$ cat src/sv/brf_pkg.sv
// ----------------------------------------------------------------------------
// brf_pkg: shared definitions for the byte ring FIFO
// Sizes, opcode and status codes, and the command and status groups that
// travel between the controller and the datapath.
// ----------------------------------------------------------------------------
package brf_pkg;

  // Store geometry and transfer limits.
  localparam int DEPTH     = 4096;
  localparam int MAX_BURST = 64;

  // Fixed field widths.
  localparam int OP_W   = 2;
  localparam int LEN_W  = 7;
  localparam int BYTE_W = 8;
  localparam int STS_W  = 2;
  localparam int LVL_W  = 13;

  // Derived widths.
  localparam int PTR_W  = $clog2(DEPTH);
  localparam int CNT_W  = $clog2(DEPTH + 1);
  localparam int CMP_W  = ((CNT_W > LEN_W) ? CNT_W : LEN_W) + 1;
  localparam int WIDE_W = (CNT_W > LVL_W) ? CNT_W : LVL_W;

  // Request opcodes.
  typedef enum logic [OP_W-1:0] {
    OP_PUT   = 2'd0,
    OP_GET   = 2'd1,
    OP_CLEAR = 2'd2,
    OP_QUERY = 2'd3
  } brf_op_e;

  // Result status codes.
  typedef enum logic [STS_W-1:0] {
    ST_OK        = 2'd0,
    ST_NOSPACE   = 2'd1,
    ST_UNDERFLOW = 2'd2
  } brf_status_e;

  // Commands from the controller to the datapath.
  typedef struct packed {
    logic accept;    // input request taken this cycle
    logic rd_issue;  // read the store at the read pointer
    logic load_ram;  // move the read data into the output register
  } brf_cmd_t;

  // Status from the datapath to the controller.
  typedef struct packed {
    logic underflow; // a get request asks for more than is stored
    logic get_last;  // the byte being loaded closes the get
    logic out_free;  // the output register can take a new result
  } brf_sts_t;

  // Limit a transfer length to the range one to MAX_BURST.
  function automatic logic [LEN_W-1:0] clamp_len(input logic [LEN_W-1:0] len);
    logic [LEN_W-1:0] res;
    if (len == '0) begin
      res = LEN_W'(1);
    end else if (len > LEN_W'(MAX_BURST)) begin
      res = LEN_W'(MAX_BURST);
    end else begin
      res = len;
    end
    return res;
  endfunction

  // Report a byte count in the width of the fill level field.
  function automatic logic [LVL_W-1:0] lvl_of(input logic [CNT_W-1:0] cnt);
    logic [WIDE_W-1:0] w;
    w = WIDE_W'(cnt);
    return w[LVL_W-1:0];
  endfunction

endpackage

$ cat src/sv/brf_ctrl.sv
// ----------------------------------------------------------------------------
// brf_ctrl: request sequencer for the byte ring FIFO
// Takes requests while idle and walks a get through the store one byte per
// cycle, pacing the reads against the output register.
// ----------------------------------------------------------------------------
module brf_ctrl
  import brf_pkg::*;
(
  input  logic            clk_i,
  input  logic            rst_ni,
  input  logic            in_valid_i,
  input  logic [OP_W-1:0] opcode_i,
  output logic            in_stall_o,
  input  brf_sts_t        sts_i,
  output brf_cmd_t        cmd_o
);

  typedef enum logic [1:0] {
    S_IDLE = 2'b01,
    S_GET  = 2'b10
  } brf_state_e;

  brf_state_e state_q, state_d;
  brf_op_e    op;

  assign op = brf_op_e'(opcode_i);

  // Next state and commands.
  always_comb begin
    state_d        = state_q;
    cmd_o          = '0;
    in_stall_o     = 1'b1;
    unique case (state_q)
      S_IDLE: begin
        in_stall_o   = !sts_i.out_free;
        cmd_o.accept = in_valid_i && sts_i.out_free;
        if (cmd_o.accept && (op == OP_GET) && !sts_i.underflow) begin
          cmd_o.rd_issue = 1'b1;
          state_d        = S_GET;
        end
      end
      S_GET: begin
        if (sts_i.out_free) begin
          cmd_o.load_ram = 1'b1;
          if (sts_i.get_last) begin
            state_d = S_IDLE;
          end else begin
            cmd_o.rd_issue = 1'b1;
          end
        end
      end
      default: begin
        state_d = S_IDLE;
      end
    endcase
  end

  // State register.
  always_ff @(posedge clk_i or negedge rst_ni) begin
    if (!rst_ni) begin
      state_q <= S_IDLE;
    end else begin
      state_q <= state_d;
    end
  end

endmodule

$ cat config.mk
export PLATFORM = sky130hd
export DESIGN_NAME = brf_ctrl
export DESIGN_NICKNAME = d
export VERILOG_FILES = /design/src/sv/brf_pkg.sv /design/src/sv/brf_ctrl.sv
export SDC_FILE = /design/constraint.sdc
export NUM_CORES = 1
export LEC_CHECK = 0
export BUFFER_PORTS_ARGS = -buffer_cell sky130_fd_sc_hd__buf_2
export CAP_MARGIN = 5
export CORE_AREA = 2 2 39 41
export DETAILED_ROUTE_END_ITERATION = 8
export DIE_AREA = 0 0 41 43
export PLACE_DENSITY = 0.41
export SETUP_SLACK_MARGIN = 0.1
export SYNTH_ARGS = -nofsm -noshare
export SYNTH_HDL_FRONTEND = slang
export SYNTH_SLANG_ARGS = --single-unit
$ cat constraint.sdc
create_clock -name clk_i -period 1.5 [get_ports clk_i]
set_input_delay 0.15 -clock clk_i [delete_from_list [all_inputs] [get_ports clk_i]]
set_output_delay 0.15 -clock clk_i [all_outputs]
set_load 0.05 [all_outputs]
; Word level (Yosys, flattened, before mapping)
; Index checks and enable logic that the tools add are counted.
[totals]
wordCells = 24
output_inout_bits = 4
ff_bits = 2
inputBits = 8
[classes]
n_mux = 11
reduce_logical = 6
eq_ne = 6
[op_table]
columns = op, n
row1 = 2-bit two-way mux, 4
row2 = 2-bit != test (second input constant), 3
row3 = 1-bit two-way mux, 5
row4 = 2-bit by 1-bit == test with 1-bit output (second input constant), 2
row5 = 2-bit case mux with 2 select lines, 1
row6 = 1-bit logical AND, 3
row7 = 3-bit AND reduction, 1
row8 = 2-bit == test (second input constant), 1
row9 = 1-bit zero test, 2
row10 = 1-bit case mux with 2 select lines, 1

; Depth between registers and ports, before layout
[logic_depth]
ltp_word = 5
ltp_mapped = 5
mapped_depth_nobuf = 5

; Worst setup path after synthesis
; OpenSTA, ideal clock, no wires.
[synth_timing]
path_kind = reg2out
from = reg state_q[0]
to = out cmd_o[1] (netlist name)
setup_slack_ns = -0.563
required_time_ns = 1.350
t_arrival_ns = 1.913
path_buffers = 0
path_stages_with_launch = 6
path_cell_list = dfstp_2 > inv_1 > ha_1 > and2_1 > nand2b_1 > a21oi_1
[synth_lines]
columns = item, line
row1 = from (decl), brf_ctrl.sv:23  ; brf_state_e state_q, state_d;
row2 = from (signal assigned), brf_ctrl.sv:63  ; state_q <= state_d;
row3 = to (decl), brf_ctrl.sv:15  ; output brf_cmd_t cmd_o

==> impl_results.md <==
* Arr. time, crit path at 1.39 ns
* Slew margin rel. at 0.890
* Lkg Pwr at 0.000168 uW
* # diodes at 0
* Die Height at 43 um
* Post-Synth XOR/XNOR Area at 0
* Synth Area per Inst at 8.50 um^2
* Layout cells sized above 1 at 0.649
* Worst Setup End Kind: primary output
* Root buf cell: clkbuf_4
* RSZ-0062 raised after global routing: true
* Largest area contributor in the netlist: dfstp_2
* Hold WC Path Type: input pin to asynchronous set/reset pin
* Clk pin slew, worst setup/hold paths at 0.04 ns
* DRT Pass-1 Iters at 1
* CP Max Fanout at 3
* Most common cell in the netlist: a21oi_1
* Mapped Cells at 19
* Area occupied by multi-input gates at 144 um^2
* Synth top area cells: dfstp_2, dfrtp_1, ha_1, a21oi_1, and4bb_1
* DIE AREA at 1760 um^2
* Layout fillers at 156
* RePlAce Congestion at 0.596
* Non-Filler Instances at 53
* Top_reg_cell synth: dfstp_2
* Vias in the first global route at 168
* Adder-Cell Fraction of Synth Area at 0.155
* DRC viols at 0
* Remaining antenna violation count after routing at 0
* Largest register FFs at 2
* Row count at 14
* Synth Area in Simple Gates at 0.341
* GRT Resource Usage Total at 0.0543
* Max VDD drop at 538 uV
* Largest family of logic cells by synthesized area: simple AND/OR/NAND/NOR gates
* Final #Nets at 48
* Multiplexer share of the synthesized area at 0
* Drt wl/cell at 8.49 um
* Slew @ Worst Pin at 0.166 ns
* Post-synthesis async set-or-reset flop share at 1.00
* Total Wirelength at 450 um
* Ports at 12
* First-pass GRT wire length at 614 um
* FF+latch area at 51.3 um^2
* Compound-gate portion of the synthesized area at 0.140
* Final cycle utilization of the critical path at 1.02
* Initial Util at 0.117
* Top cell type's share of synthesized area at 0.163
* H-tree levels at 1
* Antenna violations before repair at 0
* Final core occ at 0.256
* CTS tree: built
* Fin. max-slew vios at 0
* Core area at 1380 um^2
* Setup Skew at 0.00911 ns
* Clock Latency Late Sink at 0.23 ns
* Largest net degree at the start of global routing at 7
* Placed instance count at 47
* Initial detailed-routing violation count at 0
* Cell Area, Synth at 161 um^2
* Max-cap violations at 0
* Number of synthesized register bits at 2
* Post-synth EDFFs at 0
* Sequential share of the synthesized area at 0.318
* Minimum clock period after layout at 1.54 ns
* Post-synth net total at 29
* Failing checks: negative setup slack
* Final worst setup slack at -0.0375 ns
* Yosys warns at 0
* Max Root-Sink Buffers at 2
* FMAX at 650 MHz
* Via Count at 196
* Most flops, register: state_q
* Largest registers: state_q: 2 flops
* Req. time, crit path at 1.35 ns
* Clock Sinks at 2
* Port bufs at 11
* Final hold violation count at 0
* Avg Vias per Cell at 3.70
* Final setup violation count at 2
* Area Growth Syn to Fin at 119%
* Power per Cell Area at 1760 nW/um^2
* CTS buffer count at 3
* Number of distinct library cells after synthesis at 12
* Global route total overflow at 0
* Setup Crit Path Kind: flop to primary output
* Status: finished with violations
* Worst slack, placed at 0.0637 ns
* Chip width at 41 um
* Startpoint Class: flop
[report_power, final]
part / leakage, uW / total (uW) / switching [uW] / internal, uW
logic: 0.000129 / 370 / 202 / 168
registers: 0.0000241 / 117 / 27.0 / 90.1
clock network: 0.0000150 / 134 / 35.0 / 99.0
[stage by stage]
stage	hold WS [ns]	TNS (ns)	instance area [um^2]	power, uW
final	0.236	-0.0733	354	622
after global routing	0.261	-0.148	354	665
after CTS	0.215	-0.0950	350	635
after detailed placement	-0.0645	0	265	408
after global placement	-0.0640	0	265	407
after floorplan	-0.146	0	183	318
[cell type report]
type	count	area share
Multi-Input combinational cell	15	0.406
Tap cell	16	0.0565
Clock buffer	4	0.0742
Inverter	2	0.0212
Timing Repair Buffer	14	0.297
Sequential cell	2	0.145
[critical path: stages, from the launching register on]
cell and delay, ns:
dfstp_2 0.54, inv_2 0.05, ha_4 0.15, and2_4 0.16, nand2b_4 0.07, a21oi_4 0.05
buf_6 0.15
[what timing repair did]
action | in CTS | in global routing
gates cloned | 0 | 0
pin swaps | 0 | 0
setup endpoints to repair | 4 | 4
resized for setup | 12 | 1
hold buffers | 1 | 0
setup buffers | 1 | 0
hold endpoints to repair | 2 | 0
[cell usage in the layout (no fill, tap or decap), drive strengths merged]
cell | netlist | routed
and3 | 1 | 1
dfstp | 1 | 1
clkbuf | 0 | 4
nand3 | 2 | 2
a21o | 1 | 1
a21oi | 3 | 3
ha | 2 | 2
and4bb | 1 | 1
dfrtp | 1 | 1
and2 | 1 | 1
buf | 0 | 13
nand2 | 2 | 2
inv | 2 | 2
nand2b | 2 | 2
dlygate4sd3 | 0 | 1
[routing by layer]
layer / track usage / share of wire / vias up / routed length, um
li1: - / - / 101 / -
met1: 0.0645 / 0.41 / 83 / 186
met2: 0.0781 / 0.44 / 12 / 196
met3: 0 / 0.15 / 0 / 67
met4: 0.0600 / 0 / 0 / 0
met5: 0 / 0 / - / 0
[logic make-up (layout without fill, tap and decap cells)]
kind of cell               count (synthesis)  after routing
and+or+nand+nor                            9              9
buffers and inverters                      2             20
DFF                                        2              2
AOI/OAI and AO/OA                          4              4
adders and majority gates                  2              2
[final timing paths]
kind / from / end / slack [ns] / cells after the start
worst max register to register: state_q[0]$_DFFE_PN1P_ / state_q[0]$_DFFE_PN1P_ / 0.22 / 6
min in group clk_i: sts_i[0] / state_q[1]$_DFFE_PN0P_ / 0.27 / 3
worst min-delay path: rst_ni / state_q[1]$_DFFE_PN0P_ / 0.24 / 2
worst max-delay path: state_q[0]$_DFFE_PN1P_ / cmd_o[1] / -0.04 / 6
worst min register to register: state_q[0]$_DFFE_PN1P_ / state_q[0]$_DFFE_PN1P_ / 0.53 / 1
max in group asynchronous: rst_ni / state_q[0]$_DFFE_PN1P_ / 1.07 / 2
No activity file was read; power rests on OpenSTA's default activity.
